**src/rtl/i2cmbe_pkg.sv**
```systemverilog
// Package with the shared types, codes and helpers of the I2C master bit engine.
package i2cmbe_pkg;

  localparam int HOLD_W     = 16;  // hold counter width, 4 to 32
  localparam int HALF_W     = 16;
  localparam int TIMEOUT_W  = 8;
  localparam int CFG_DATA_W = 16;
  localparam int CFG_IDX_W  = 1;

  localparam logic [HALF_W-1:0]    HALF_RESET    = HALF_W'(10);
  localparam logic [TIMEOUT_W-1:0] TIMEOUT_RESET = TIMEOUT_W'(250);
  localparam logic [3:0]           FAIL_MARK     = 4'd8;
  localparam logic [3:0]           BITS_PER_BYTE = 4'd8;

  localparam logic [CFG_IDX_W-1:0] REG_HALF_PERIOD = CFG_IDX_W'(0);
  localparam logic [CFG_IDX_W-1:0] REG_ACK_TIMEOUT = CFG_IDX_W'(1);

  typedef enum logic [2:0] {
    KIND_START = 3'd0,
    KIND_STOP  = 3'd1,
    KIND_WRITE = 3'd2,
    KIND_READ  = 3'd3,
    KIND_ACK   = 3'd4,
    KIND_TICK  = 3'd5
  } kind_t;

  typedef enum logic [3:0] {
    PH_IDLE     = 4'd0,
    PH_ST_A     = 4'd1,
    PH_ST_B     = 4'd2,
    PH_SP_A     = 4'd3,
    PH_SP_B     = 4'd4,
    PH_WR_SETUP = 4'd5,
    PH_WR_HIGH  = 4'd6,
    PH_WR_LOW   = 4'd7,
    PH_WA_HOLD  = 4'd8,
    PH_WA_POLL  = 4'd9,
    PH_RD_PRE   = 4'd10,
    PH_RD_HIGH  = 4'd11,
    PH_RD_POST  = 4'd12,
    PH_AK_PRE   = 4'd13,
    PH_AK_HIGH  = 4'd14,
    PH_AK_LOW   = 4'd15
  } phase_t;

  typedef struct packed {
    logic [2:0] kind;
    logic [7:0] data_byte;
    logic       ack_level;
    logic       sda_sample;
  } item_t;

  typedef struct packed {
    logic       scl_level;
    logic       sda_level;
    logic       sda_drive;
    logic       busy_res;
    logic       done_res;
    logic [7:0] read_data;
    logic       no_ack;
    logic       rejected;
  } res_t;

  localparam longint unsigned HOLD_CAP = (64'd1 << HOLD_W) - 64'd1;

  // Hold limit: zero acts as one, and the value saturates at what the counter holds.
  function automatic logic [HOLD_W-1:0] hold_limit(input logic [HALF_W-1:0] half);
    longint unsigned h;
    h = 64'(half);
    if (h == 64'd0) begin
      h = 64'd1;
    end
    if (h > HOLD_CAP) begin
      h = HOLD_CAP;
    end
    return HOLD_W'(h);
  endfunction

endpackage

```
**src/rtl/i2cmbe_if.sv**
```systemverilog
// Valid/ready channel interfaces for the command input and the result output.
interface i2cmbe_in_if;
  logic       valid;
  logic       ready;
  logic [2:0] kind;
  logic [7:0] data_byte;
  logic       ack_level;
  logic       sda_sample;

  modport source (output valid, kind, data_byte, ack_level, sda_sample, input ready);
  modport sink (input valid, kind, data_byte, ack_level, sda_sample, output ready);
endinterface

interface i2cmbe_out_if;
  logic       valid;
  logic       ready;
  logic       scl_level;
  logic       sda_level;
  logic       sda_drive;
  logic       busy_res;
  logic       done_res;
  logic [7:0] read_data;
  logic       no_ack;
  logic       rejected;

  modport source (output valid, scl_level, sda_level, sda_drive, busy_res, done_res,
                  read_data, no_ack, rejected, input ready);
  modport sink (input valid, scl_level, sda_level, sda_drive, busy_res, done_res,
                read_data, no_ack, rejected, output ready);
endinterface

```
**src/rtl/i2cmbe_core.sv**
```systemverilog
// Sequencing state, configuration registers and per-item update of the bit engine.
module i2cmbe_core (
  input  logic                             clk,
  input  logic                             rst_n,
  input  logic                             accept,
  input  i2cmbe_pkg::item_t                item,
  input  logic                             cfg_we,
  input  logic [i2cmbe_pkg::CFG_IDX_W-1:0] cfg_index,
  input  logic [i2cmbe_pkg::CFG_DATA_W-1:0] cfg_wdata,
  output i2cmbe_pkg::res_t                 res
);

  logic [i2cmbe_pkg::HALF_W-1:0]    half_r;
  logic [i2cmbe_pkg::TIMEOUT_W-1:0] timeout_r;

  i2cmbe_pkg::phase_t            phase_r, phase_nxt;
  logic [3:0]                    bit_r, bit_nxt, bit_inc;
  logic [7:0]                    shift_r, shift_nxt;
  logic [i2cmbe_pkg::HOLD_W-1:0] hold_r, hold_nxt, hold_inc, limit;
  logic [7:0]                    poll_r, poll_nxt;
  logic                          scl_r, scl_nxt;
  logic                          sda_r, sda_nxt;
  logic                          drive_r, drive_nxt;
  logic [7:0]                    last_read_r, last_read_nxt;
  logic                          done, nack, rej, is_cmd;

  always_ff @(posedge clk) begin
    if (!rst_n) begin
      half_r    <= i2cmbe_pkg::HALF_RESET;
      timeout_r <= i2cmbe_pkg::TIMEOUT_RESET;
    end else if (cfg_we) begin
      case (cfg_index)
        i2cmbe_pkg::REG_HALF_PERIOD: half_r    <= cfg_wdata[i2cmbe_pkg::HALF_W-1:0];
        i2cmbe_pkg::REG_ACK_TIMEOUT: timeout_r <= cfg_wdata[i2cmbe_pkg::TIMEOUT_W-1:0];
        default: ;
      endcase
    end
  end

  assign limit    = i2cmbe_pkg::hold_limit(half_r);
  assign hold_inc = hold_r + 1'b1;
  assign bit_inc  = bit_r + 1'b1;
  assign is_cmd   = (item.kind == i2cmbe_pkg::KIND_START) || (item.kind == i2cmbe_pkg::KIND_STOP)
                 || (item.kind == i2cmbe_pkg::KIND_WRITE) || (item.kind == i2cmbe_pkg::KIND_READ)
                 || (item.kind == i2cmbe_pkg::KIND_ACK);

  always_comb begin
    phase_nxt     = phase_r;
    bit_nxt       = bit_r;
    shift_nxt     = shift_r;
    hold_nxt      = hold_r;
    poll_nxt      = poll_r;
    scl_nxt       = scl_r;
    sda_nxt       = sda_r;
    drive_nxt     = drive_r;
    last_read_nxt = last_read_r;
    done          = 1'b0;
    nack          = 1'b0;
    rej           = 1'b0;
    if (accept && is_cmd) begin
      if (phase_r != i2cmbe_pkg::PH_IDLE) begin
        rej = 1'b1;
      end else begin
        hold_nxt = '0;
        poll_nxt = '0;
        bit_nxt  = '0;
        case (i2cmbe_pkg::kind_t'(item.kind))
          i2cmbe_pkg::KIND_START: begin
            drive_nxt = 1'b1; sda_nxt = 1'b1; scl_nxt = 1'b1;
            phase_nxt = i2cmbe_pkg::PH_ST_A;
          end
          i2cmbe_pkg::KIND_STOP: begin
            drive_nxt = 1'b1; sda_nxt = 1'b0; scl_nxt = 1'b1;
            phase_nxt = i2cmbe_pkg::PH_SP_A;
          end
          i2cmbe_pkg::KIND_WRITE: begin
            drive_nxt = 1'b1; scl_nxt = 1'b0;
            sda_nxt   = item.data_byte[7];
            shift_nxt = {item.data_byte[6:0], 1'b0};
            phase_nxt = i2cmbe_pkg::PH_WR_SETUP;
          end
          i2cmbe_pkg::KIND_READ: begin
            drive_nxt = 1'b0;
            shift_nxt = '0;
            phase_nxt = i2cmbe_pkg::PH_RD_PRE;
          end
          default: begin
            drive_nxt = 1'b1; scl_nxt = 1'b0;
            shift_nxt = {7'd0, item.ack_level};
            phase_nxt = i2cmbe_pkg::PH_AK_PRE;
          end
        endcase
      end
    end else if (accept && item.kind == i2cmbe_pkg::KIND_TICK
                 && phase_r != i2cmbe_pkg::PH_IDLE) begin
      if (phase_r == i2cmbe_pkg::PH_WA_POLL) begin
        // Acknowledge poll: one SDA sample per tick until low or timeout.
        if (!item.sda_sample) begin
          scl_nxt   = 1'b0;
          phase_nxt = i2cmbe_pkg::PH_IDLE;
          done      = 1'b1;
        end else if (poll_r >= timeout_r) begin
          drive_nxt = 1'b1; sda_nxt = 1'b0; scl_nxt = 1'b1;
          bit_nxt   = i2cmbe_pkg::FAIL_MARK;
          hold_nxt  = '0;
          phase_nxt = i2cmbe_pkg::PH_SP_A;
        end else begin
          poll_nxt = poll_r + 1'b1;
        end
      end else if (hold_inc < limit) begin
        hold_nxt = hold_inc;
      end else begin
        hold_nxt = '0;
        case (phase_r)
          i2cmbe_pkg::PH_ST_A: begin
            sda_nxt = 1'b0; phase_nxt = i2cmbe_pkg::PH_ST_B;
          end
          i2cmbe_pkg::PH_ST_B: begin
            scl_nxt = 1'b0; phase_nxt = i2cmbe_pkg::PH_IDLE; done = 1'b1;
          end
          i2cmbe_pkg::PH_SP_A: begin
            sda_nxt = 1'b1; phase_nxt = i2cmbe_pkg::PH_SP_B;
          end
          i2cmbe_pkg::PH_SP_B: begin
            phase_nxt = i2cmbe_pkg::PH_IDLE; done = 1'b1;
            nack      = (bit_r == i2cmbe_pkg::FAIL_MARK);
          end
          i2cmbe_pkg::PH_WR_SETUP: begin
            scl_nxt = 1'b1; phase_nxt = i2cmbe_pkg::PH_WR_HIGH;
          end
          i2cmbe_pkg::PH_WR_HIGH: begin
            scl_nxt = 1'b0; phase_nxt = i2cmbe_pkg::PH_WR_LOW;
          end
          i2cmbe_pkg::PH_WR_LOW: begin
            bit_nxt = bit_inc;
            if (bit_inc < i2cmbe_pkg::BITS_PER_BYTE) begin
              sda_nxt   = shift_r[7];
              shift_nxt = {shift_r[6:0], 1'b0};
              phase_nxt = i2cmbe_pkg::PH_WR_SETUP;
            end else begin
              drive_nxt = 1'b0; scl_nxt = 1'b1;
              phase_nxt = i2cmbe_pkg::PH_WA_HOLD;
            end
          end
          i2cmbe_pkg::PH_WA_HOLD: begin
            poll_nxt = '0; phase_nxt = i2cmbe_pkg::PH_WA_POLL;
          end
          i2cmbe_pkg::PH_RD_PRE: begin
            scl_nxt = 1'b1; phase_nxt = i2cmbe_pkg::PH_RD_HIGH;
          end
          i2cmbe_pkg::PH_RD_HIGH: begin
            shift_nxt = {shift_r[6:0], item.sda_sample};
            scl_nxt   = 1'b0;
            phase_nxt = i2cmbe_pkg::PH_RD_POST;
          end
          i2cmbe_pkg::PH_RD_POST: begin
            bit_nxt = bit_inc;
            if (bit_inc >= i2cmbe_pkg::BITS_PER_BYTE) begin
              last_read_nxt = shift_r;
              phase_nxt     = i2cmbe_pkg::PH_IDLE;
              done          = 1'b1;
            end else begin
              phase_nxt = i2cmbe_pkg::PH_RD_PRE;
            end
          end
          i2cmbe_pkg::PH_AK_PRE: begin
            sda_nxt = shift_r[0]; scl_nxt = 1'b1;
            phase_nxt = i2cmbe_pkg::PH_AK_HIGH;
          end
          i2cmbe_pkg::PH_AK_HIGH: begin
            scl_nxt = 1'b0; phase_nxt = i2cmbe_pkg::PH_AK_LOW;
          end
          i2cmbe_pkg::PH_AK_LOW: begin
            phase_nxt = i2cmbe_pkg::PH_IDLE; done = 1'b1;
          end
          default: begin
            phase_nxt = i2cmbe_pkg::PH_IDLE;
          end
        endcase
      end
    end
  end

  always_ff @(posedge clk) begin
    if (!rst_n) begin
      phase_r     <= i2cmbe_pkg::PH_IDLE;
      bit_r       <= '0;
      shift_r     <= '0;
      hold_r      <= '0;
      poll_r      <= '0;
      scl_r       <= 1'b1;
      sda_r       <= 1'b1;
      drive_r     <= 1'b1;
      last_read_r <= '0;
    end else begin
      phase_r     <= phase_nxt;
      bit_r       <= bit_nxt;
      shift_r     <= shift_nxt;
      hold_r      <= hold_nxt;
      poll_r      <= poll_nxt;
      scl_r       <= scl_nxt;
      sda_r       <= sda_nxt;
      drive_r     <= drive_nxt;
      last_read_r <= last_read_nxt;
    end
  end

  always_comb begin
    res.scl_level = scl_nxt;
    res.sda_level = sda_nxt;
    res.sda_drive = drive_nxt;
    res.busy_res  = (phase_nxt != i2cmbe_pkg::PH_IDLE);
    res.done_res  = done;
    res.read_data = last_read_nxt;
    res.no_ack    = nack;
    res.rejected  = rej;
  end

  // A finished sequence always leaves the engine idle.
  a_done_idle: assert property (@(posedge clk) disable iff (!rst_n)
    (accept && done) |=> (phase_r == i2cmbe_pkg::PH_IDLE))
    else $error("sequence completed but engine is not idle");

  // The missing-acknowledge flag only comes with the end of a sequence.
  a_nack_done: assert property (@(posedge clk) disable iff (!rst_n)
    nack |-> done)
    else $error("no_ack raised without done");

  // A rejected command leaves the sequencing state untouched.
  a_rej_hold: assert property (@(posedge clk) disable iff (!rst_n)
    (accept && rej) |=> (phase_r == $past(phase_r) && bit_r == $past(bit_r)
                         && hold_r == $past(hold_r)))
    else $error("rejected command changed the state");

  // The bit counter never passes the end-of-byte mark.
  a_bit_range: assert property (@(posedge clk) disable iff (!rst_n)
    bit_r <= i2cmbe_pkg::FAIL_MARK)
    else $error("bit index out of range");

endmodule

```
**src/rtl/i2cmbe_out_stage.sv**
```systemverilog
// Result register with a skid entry, so the input side can take one more result during a stall.
module i2cmbe_out_stage (
  input  logic             clk,
  input  logic             rst_n,
  input  logic             push,
  input  i2cmbe_pkg::res_t push_res,
  output logic             can_take,
  output logic             out_valid,
  input  logic             out_ready,
  output i2cmbe_pkg::res_t out_res
);

  logic             main_v_r, main_v_nxt;
  logic             skid_v_r, skid_v_nxt;
  i2cmbe_pkg::res_t main_r, main_nxt;
  i2cmbe_pkg::res_t skid_r, skid_nxt;

  assign can_take  = !skid_v_r;
  assign out_valid = main_v_r;
  assign out_res   = main_r;

  always_comb begin
    main_v_nxt = main_v_r;
    skid_v_nxt = skid_v_r;
    main_nxt   = main_r;
    skid_nxt   = skid_r;
    if (out_ready || !main_v_r) begin
      // The front entry drains or is empty: refill it, oldest result first.
      main_v_nxt = skid_v_r || push;
      main_nxt   = skid_v_r ? skid_r : push_res;
      skid_v_nxt = 1'b0;
    end else if (push) begin
      skid_v_nxt = 1'b1;
      skid_nxt   = push_res;
    end
  end

  always_ff @(posedge clk) begin
    if (!rst_n) begin
      main_v_r <= 1'b0;
      skid_v_r <= 1'b0;
    end else begin
      main_v_r <= main_v_nxt;
      skid_v_r <= skid_v_nxt;
    end
  end

  always_ff @(posedge clk) begin
    main_r <= main_nxt;
    skid_r <= skid_nxt;
  end

  // The skid entry only fills behind a stalled front entry.
  a_skid_behind: assert property (@(posedge clk) disable iff (!rst_n)
    skid_v_r |-> main_v_r)
    else $error("skid entry valid while front entry is empty");

  // No transfer is taken while both entries are occupied.
  a_no_overflow: assert property (@(posedge clk) disable iff (!rst_n)
    push |-> !skid_v_r)
    else $error("result pushed into a full output stage");

  // A full stage that is not drained stays full.
  a_full_holds: assert property (@(posedge clk) disable iff (!rst_n)
    (skid_v_r && !out_ready) |=> (skid_v_r && main_v_r))
    else $error("buffered result lost during a stall");

endmodule

```
**src/rtl/i2c_master_bit_engine_top.sv**
```systemverilog
// Top level of the I2C master bit engine: channels, configuration port and wiring.
//
// Usage: each transfer on in_chan is one item, either a command (start, stop,
// write byte, read byte, send ack) or a tick that advances the running
// sequence by one time unit and carries the sampled SDA level. Every accepted
// item produces exactly one result transfer on out_chan with the SCL/SDA line
// drivers, busy/done, the last read byte and the no_ack/rejected flags.
// The state update happens at the accepting edge; the result is registered
// in the output stage before it shows on out_chan. Throughput is one item per
// cycle while out_chan does not stall. A result register plus one skid entry
// sit in front of out_chan; when the receiver stalls, one more item is still
// taken, after which in_chan.ready drops until out_chan drains. No result is
// dropped. Configuration (half period in ticks, acknowledge timeout in polls)
// is written through cfg_we/cfg_index/cfg_wdata; the user must write it only
// while the engine is idle, which the block itself does not enforce.
// Synchronous reset returns the engine to idle with SCL, SDA and the SDA
// enable high, the read byte cleared, the registers at their defaults and
// the output stage empty.
module i2c_master_bit_engine_top (
  input  logic                              clk,
  input  logic                              rst_n,
  i2cmbe_in_if.sink                         in_chan,
  i2cmbe_out_if.source                      out_chan,
  input  logic                              cfg_we,
  input  logic [i2cmbe_pkg::CFG_IDX_W-1:0]  cfg_index,
  input  logic [i2cmbe_pkg::CFG_DATA_W-1:0] cfg_wdata
);

  i2cmbe_pkg::item_t item;
  i2cmbe_pkg::res_t  core_res;
  i2cmbe_pkg::res_t  out_res;
  logic              can_take;
  logic              accept;
  logic              out_valid;

  assign in_chan.ready   = can_take;
  assign accept          = in_chan.valid && can_take;
  assign item.kind       = in_chan.kind;
  assign item.data_byte  = in_chan.data_byte;
  assign item.ack_level  = in_chan.ack_level;
  assign item.sda_sample = in_chan.sda_sample;

  i2cmbe_core u_core (
    .clk       (clk),
    .rst_n     (rst_n),
    .accept    (accept),
    .item      (item),
    .cfg_we    (cfg_we),
    .cfg_index (cfg_index),
    .cfg_wdata (cfg_wdata),
    .res       (core_res)
  );

  i2cmbe_out_stage u_out_stage (
    .clk       (clk),
    .rst_n     (rst_n),
    .push      (accept),
    .push_res  (core_res),
    .can_take  (can_take),
    .out_valid (out_valid),
    .out_ready (out_chan.ready),
    .out_res   (out_res)
  );

  assign out_chan.valid     = out_valid;
  assign out_chan.scl_level = out_res.scl_level;
  assign out_chan.sda_level = out_res.sda_level;
  assign out_chan.sda_drive = out_res.sda_drive;
  assign out_chan.busy_res  = out_res.busy_res;
  assign out_chan.done_res  = out_res.done_res;
  assign out_chan.read_data = out_res.read_data;
  assign out_chan.no_ack    = out_res.no_ack;
  assign out_chan.rejected  = out_res.rejected;

endmodule

```
**src/flat_wrapper.sv**
```systemverilog
// flat-port wrapper written by rule: the top's interface ports become plain ports
module i2c_master_bit_engine_top_flat 
  (clk, rst_n, cfg_we, cfg_index, cfg_wdata, in_chan_valid, in_chan_kind, in_chan_data_byte, in_chan_ack_level, in_chan_sda_sample, in_chan_ready, out_chan_valid, out_chan_scl_level, out_chan_sda_level, out_chan_sda_drive, out_chan_busy_res, out_chan_done_res, out_chan_read_data, out_chan_no_ack, out_chan_rejected, out_chan_ready);
  i2cmbe_in_if in_chan_i ();
  i2cmbe_out_if out_chan_i ();
  input  logic clk;
  input  logic rst_n;
  input  logic cfg_we;
  input  logic [i2cmbe_pkg::CFG_IDX_W-1:0] cfg_index;
  input  logic [i2cmbe_pkg::CFG_DATA_W-1:0] cfg_wdata;
  input wire logic [$bits(in_chan_i.valid)-1:0] in_chan_valid;
  input wire logic [$bits(in_chan_i.kind)-1:0] in_chan_kind;
  input wire logic [$bits(in_chan_i.data_byte)-1:0] in_chan_data_byte;
  input wire logic [$bits(in_chan_i.ack_level)-1:0] in_chan_ack_level;
  input wire logic [$bits(in_chan_i.sda_sample)-1:0] in_chan_sda_sample;
  output wire logic [$bits(in_chan_i.ready)-1:0] in_chan_ready;
  output wire logic [$bits(out_chan_i.valid)-1:0] out_chan_valid;
  output wire logic [$bits(out_chan_i.scl_level)-1:0] out_chan_scl_level;
  output wire logic [$bits(out_chan_i.sda_level)-1:0] out_chan_sda_level;
  output wire logic [$bits(out_chan_i.sda_drive)-1:0] out_chan_sda_drive;
  output wire logic [$bits(out_chan_i.busy_res)-1:0] out_chan_busy_res;
  output wire logic [$bits(out_chan_i.done_res)-1:0] out_chan_done_res;
  output wire logic [$bits(out_chan_i.read_data)-1:0] out_chan_read_data;
  output wire logic [$bits(out_chan_i.no_ack)-1:0] out_chan_no_ack;
  output wire logic [$bits(out_chan_i.rejected)-1:0] out_chan_rejected;
  input wire logic [$bits(out_chan_i.ready)-1:0] out_chan_ready;
  assign in_chan_i.valid = in_chan_valid;
  assign in_chan_i.kind = in_chan_kind;
  assign in_chan_i.data_byte = in_chan_data_byte;
  assign in_chan_i.ack_level = in_chan_ack_level;
  assign in_chan_i.sda_sample = in_chan_sda_sample;
  assign in_chan_ready = in_chan_i.ready;
  assign out_chan_valid = out_chan_i.valid;
  assign out_chan_scl_level = out_chan_i.scl_level;
  assign out_chan_sda_level = out_chan_i.sda_level;
  assign out_chan_sda_drive = out_chan_i.sda_drive;
  assign out_chan_busy_res = out_chan_i.busy_res;
  assign out_chan_done_res = out_chan_i.done_res;
  assign out_chan_read_data = out_chan_i.read_data;
  assign out_chan_no_ack = out_chan_i.no_ack;
  assign out_chan_rejected = out_chan_i.rejected;
  assign out_chan_i.ready = out_chan_ready;
  i2c_master_bit_engine_top u_core (.clk(clk), .rst_n(rst_n), .in_chan(in_chan_i), .out_chan(out_chan_i), .cfg_we(cfg_we), .cfg_index(cfg_index), .cfg_wdata(cfg_wdata));
endmodule
```
**config.mk**
```make
export PLATFORM = sky130hd
export DESIGN_NAME = i2c_master_bit_engine_top_flat
export DESIGN_NICKNAME = d
export VERILOG_FILES = /design/src/rtl/i2cmbe_pkg.sv /design/src/rtl/i2cmbe_if.sv /design/src/rtl/i2cmbe_core.sv /design/src/rtl/i2cmbe_out_stage.sv /design/src/rtl/i2c_master_bit_engine_top.sv /design/src/flat_wrapper.sv
export SDC_FILE = /design/constraint.sdc
export NUM_CORES = 1
export LEC_CHECK = 0
export BUFFER_PORTS_ARGS = -buffer_cell sky130_fd_sc_hd__buf_2
export CORE_MARGIN = 5
export CORE_UTILIZATION = 55
export CTS_CLUSTER_SIZE = 16
export DETAILED_ROUTE_END_ITERATION = 16
export PLACE_DENSITY = 0.75
export SYNTH_ARGS = -nofsm -noshare
export SYNTH_HDL_FRONTEND = slang
export SYNTH_SLANG_ARGS = --single-unit
```
**constraint.sdc**
```tcl
create_clock -name clk -period 5.4 [get_ports clk]
set_input_delay 0.54 -clock clk [delete_from_list [all_inputs] [get_ports clk]]
set_output_delay 0.54 -clock clk [all_outputs]
set_load 0.03 [all_outputs]
```
* Yosys cells after proc, flatten, opt, wreduce, memory -nomap -nowiden
Cells that the tools add are included.
Storage, ports and cells: flip-flop bits (word level) 107, word-level logic and storage cells 198, input port bits 35, output and inout port bits 17
Operators by class: bitwise logic cells 3, $lt $le $gt $ge 5, add/subtract/negate cells 3, equal/unequal tests 30, reductions and logical operators 33, mux-type cells 95
Operators with widths (number):
- two-way mux 8 bit | 20
- two-way mux 16 bit | 9
- two-way mux 4 bit | 17
- > comparator 64 x 16 -> 1 bit (second input constant) | 1
- one-hot mux 4 bit (11 select lines) | 1
- two-way mux 1 bit | 39
- == test 4 bit (second input constant) | 9
- one-hot mux 8 bit (3 select lines) | 1
- adder 16 x 1 -> 16 bit (second input constant) | 1
- == test 4 x 3 -> 1 bit (second input constant) | 4
- zero test 16 bit | 1
- less-than comparator 16 bit | 1
- one-hot mux 4 bit (4 select lines) | 1
- one-hot mux 8 bit (2 select lines) | 1
- two-way mux 15 bit | 1
- != test 3 bit (second input constant) | 4
- AND reduction 6 bit | 2
- nonzero test 3 bit | 3
- adder 8 x 1 -> 8 bit (second input constant) | 1
- == test 4 x 2 -> 1 bit (second input constant) | 2
- >= comparator 8 bit | 1
- != test 2 bit (second input constant) | 4
- nonzero test 4 bit | 2
- AND reduction 7 bit | 1
- 22 further kinds | 42

* Depth between registers and ports, before layout
depth in word-level cells 11, depth in mapped cells 17, depth with buffers taken out 15

* Cells and area by module
A second synthesis with hierarchy kept.
Unflattened totals: cells, all modules 693, area total of the unflattened synthesis 6040.8 µm²
Modules (own cells, without submodules):
- i2cmbe_core | seq. area each 1501.4 µm², cells each 636, instances 1, area an instance 4824.6 µm²
- i2cmbe_out_stage | seq. area each 940.9 µm², cells each 56, instances 1, area an instance 1209.9 µm²
- i2c_master_bit_engine_top | seq. area each 0.0 µm², cells each 1, instances 1, area an instance 6.3 µm²

* Worst setup path before layout
OpenSTA, ideal clock, no wires.
path kind register -> register, start reg u_core.u_core.hold_r[2] in the netlist's numbering, end reg u_core.u_out_stage.main_r (netlist bit u_core.u_out_stage.out_res[6]) (data pin), library setup time 260 ps, path buffers 2, period minus slack after synthesis 4765 ps, required time 5140 ps, path slack 635 ps, stages on the path, launching flop included 18, arrival 4504 ps, path through dfxtp_1 nand3_1 nor3_1 and3_1 and3_1 and3_1 clkbuf_1 nand3_1 xnor2_1 ha_1 nand4_1 or4_4 nor3_4 o21ai_2 or4_1 buf_4 mux2_4 mux2_4
RTL lines:
- from (decl) | RTL line i2cmbe_core.sv:19 | logic [i2cmbe_pkg::HOLD_W-1:0] hold_r, hold_nxt, hold_inc, limit;
- from (signal assigned) | RTL line i2cmbe_core.sv:199 | hold_r <= hold_nxt;
- to (signal assigned) | RTL line i2cmbe_out_stage.sv:49 | main_r <= main_nxt;
- to (decl) | RTL line i2cmbe_out_stage.sv:15 | i2cmbe_pkg::res_t main_r, main_nxt;

* Worst setup path in the final report
start reg u_core.u_core.hold_r[2] in the netlist's numbering, end reg u_core.u_out_stage.main_r (netlist bit u_core.u_out_stage.out_res[3]) (data pin)
On the way: cells in the longest elaborated chain, start to end 7
Ends and longest elaborated chain:
- adder 16 x 1 -> 16 bit | RTL line i2cmbe_core.sv:41 | assign hold_inc = hold_r + 1'b1;
- less-than comparator 16 bit | RTL line i2cmbe_core.sv:110 | end else if (hold_inc < limit) begin
- two-way mux 8 bit | RTL line i2cmbe_core.sv:110
- two-way mux 8 bit | RTL line i2cmbe_core.sv:96 | if (phase_r == i2cmbe_pkg::PH_WA_POLL) begin
- two-way mux 8 bit | RTL line i2cmbe_core.sv:94 | end else if (accept && item.kind == i2cmbe_pkg::KIND_TICK
- two-way mux 8 bit | RTL line i2cmbe_core.sv:60 | if (accept && is_cmd) begin
- two-way mux 15 bit | RTL line i2cmbe_out_stage.sv:30 | main_nxt = skid_v_r ? skid_r : push_res;
No other way between the ends. A chain may end at the register's enable or synchronous reset.

==> flow_summary.toml <==
[logic_synthesis]
synth_area_um2 = 5860
ys_seq_area_frac = 0.417
synth_edf_count = 30
async_flop_share = 0
syn_inst = 697
synth-seq-cells = 107
yosysWarnings = 0
synth_ff_type = "dfxtp_1"
ys_types = 63
avgSynthCellArea_um2 = 8.41
syn_nets = 759

[clocking]
cts.path.max_buffers = 2
ctsResizeCount = 0
cts-buffers-inserted = 9
clockRootBuffer = "clkbuf_8"
postCtsSetupBuffers = 0
cts_tree = "built"
path_clk_slew_ns = 0.11
cts_max_level = 3
cts.sinks = 107
cts_hold_buf = 0
clock_latency_ns = 0.37

[routing]
dr.pass1.iters = 5
drc = 0
wl_um = 14100
wl_per_cell_um = 16.3
vias = 5248
vias_per_cell = 6.05
antenna_left = 0
drtIter0Drc = 401

[timing]
final_hold_viol_count = 0
setup_viol = 0
drv_slew = 0
period_needed_ns = 5.06
setup_tns_ns = 0
fin_skew_ns = 0.0147
hold_ws_ns = 0.392
rsz0062_at_grt = "no"
worst_slew_pin_slew_ns = 1.14
slew_headroom = 0.237
period_share = 0.936
fmax_mhz = 198

[critical_path]
crit_type = "flop to flop"
critPathCaptureType = "flop"
cp_max_fo = 7
required_ns = 5.52
cp.arrival_ns = 5.18
cp-start-kind = "flop"
rr_worst_depth = 17

[final_layout]
fin_nets = 789
drive_above_1_share = 0.137
area_growth_pct = 9.10
antenna_cells = 0

[die]
core_um2 = 10400
io-pin-count = 52
row_count = 37
fp.dieArea_um2 = 12800
chipWidth_um = 113
die_h_um = 113
initial_utilization = 0.565

[power_and_ir_drop]
p_leak_uw = 0.00262
powerDensity_nw_per_um2 = 259
ir_drop_uv = 184

[global_routing]
grt_antenna_before_repair = 0
grt_use_total = 0.223
grt_pass1_vias = 4922
grt_max_degree = 60
grt_pass1_wl_um = 23700
grt_overflow = 0

[place]
io_buffer_count = 51
gp_congestion = 0.971
dp_hpwl_um = 10100

[outcome]
status = "completed"

[hold_path]
hold_depth = 3
hold_path.class = "primary input to flop"

[run]
drv_cap = 0
cells in the mapped netlist, types with 12 or more instances:
library cell   n  area, um2
nand2_1       85        319
dfxtp_1       77       1540
a21oi_1       71        355
nor2_1        70        263
inv_1         38        143
clkbuf_1      37        139
o21ai_0       36        180
edfxtp_1      30        901
ha_1          27        338
nand3_1       25        125
a31oi_1       18        113
o211ai_1      12       90.1
placed cells by master (no fill, tap or decap), drive strengths merged, types with 5 or more instances in the layout:
cell,netlist,final
a21oi,71,71
clkbuf,37,9
nand3b,11,11
xnor2,6,6
nor2b,5,5
mux2i,9,9
nor2,70,70
edfxtp,30,30
mux2,11,11
o21ai,38,38
nor4,7,7
nand3,25,25
buf,3,59
ha,27,27
xor2,11,11
dfxtp,77,77
a311oi,8,8
a31oi,18,18
inv,40,44
o31ai,5,5
nor3,12,12
nand2,85,85
or3,5,5
or2,6,6
and3,8,8
nand2b,10,10
o211ai,12,12
and2,8,8
report_power, final:
group | switching (uW) | internal (uW)
combinational | 178 | 94.0
sequential | 33.6 | 860
clock | 308 | 184
total | 520 | 1140
kinds of logic (layout without fill, tap and decap cells):
logic type      count (synthesis)  in the layout  share of synthesized area
simple gates                  265            265                      0.218
compound gates                180            180                      0.188
flops                         107            107                      0.417
buf+inv                        80            115                     0.0519
fa+ha+maj                      28             28                     0.0594
mux                            20             20                     0.0404
xor+xnor                       17             17                     0.0254
final timing paths:
path	start	endpoint	slack [ns]
max	u_core.u_core.hold_r[2]	u_core.u_out_stage.out_res[3]	0.34
min	cfg_wdata[10]	u_core.u_core.half_r[10]	0.39
max reg2reg	u_core.u_core.hold_r[2]	u_core.u_out_stage.out_res[3]	0.34
min reg2reg	u_core.u_core.timeout_r[2]	u_core.u_core.timeout_r[2]	0.48
per-stage QoR:
stage,utilization,setup slack (ns),instance area (um2),total power [uW],std cells
detailed placement,0.597,0.416,6190,1180,852
global placement,0.597,0.561,6190,1170,852
floorplan,-,0.635,5860,1100,697
CTS,0.616,0.371,6390,1670,868
global route,0.616,0.0701,6390,1730,868
finish,0.616,0.343,6390,1660,868
flip-flops by register name, indices dropped and copies added (netlist names):
signal,count
u_core.u_out_stage.out_res,15
u_core.u_out_stage.skid_r,15
u_core.u_out_stage.skid_v_r,1
u_core.u_core.shift_r,8
u_core.u_core.bit_r,4
u_core.u_core.poll_r,8
u_core.u_core.hold_r,16
u_core.u_core.last_read_r,8
u_core.u_out_stage.out_valid,1
u_core.u_core.drive_r,1
u_core.u_core.phase_r,4
u_core.u_core.sda_r,1
u_core.u_core.timeout_r,8
u_core.u_core.scl_r,1
u_core.u_core.half_r,16
area by class of cell:
class / count / area [um2]
fillers: 931 / 3980
flip-flops and latches: 107 / 2440
inverters: 40 / 150
clock inverters: 7 / 77.6
clock buffers: 9 / 124
well taps: 136 / 170
multi-input cells: 510 / 3110
repair buffers: 59 / 315
critical path, cell delays in order (launching register included):
cell	delay [ns]
dfxtp_1	0.42
nand3_1	0.16
nor3_1	0.21
buf_4	0.15
and3_1	0.22
and3_1	0.24
and3_1	0.28
nand3_1	0.14
xnor2_1	0.15
ha_1	0.31
nand4_1	0.17
or4_4	0.59
nor3_4	0.32
o21ai_2	0.14
or4_1	0.64
buf_4	0.23
mux2i_1	0.29
a21oi_1	0.11
metal layers:
layer | share of wire | GRT usage
met1 | 0.42 | 0.282
met2 | 0.49 | 0.385
met3 | 0.066 | 0.0385
met4 | 0.024 | 0.0785
met5 | 0 | 0
No activity file was read; power rests on OpenSTA's default activity.
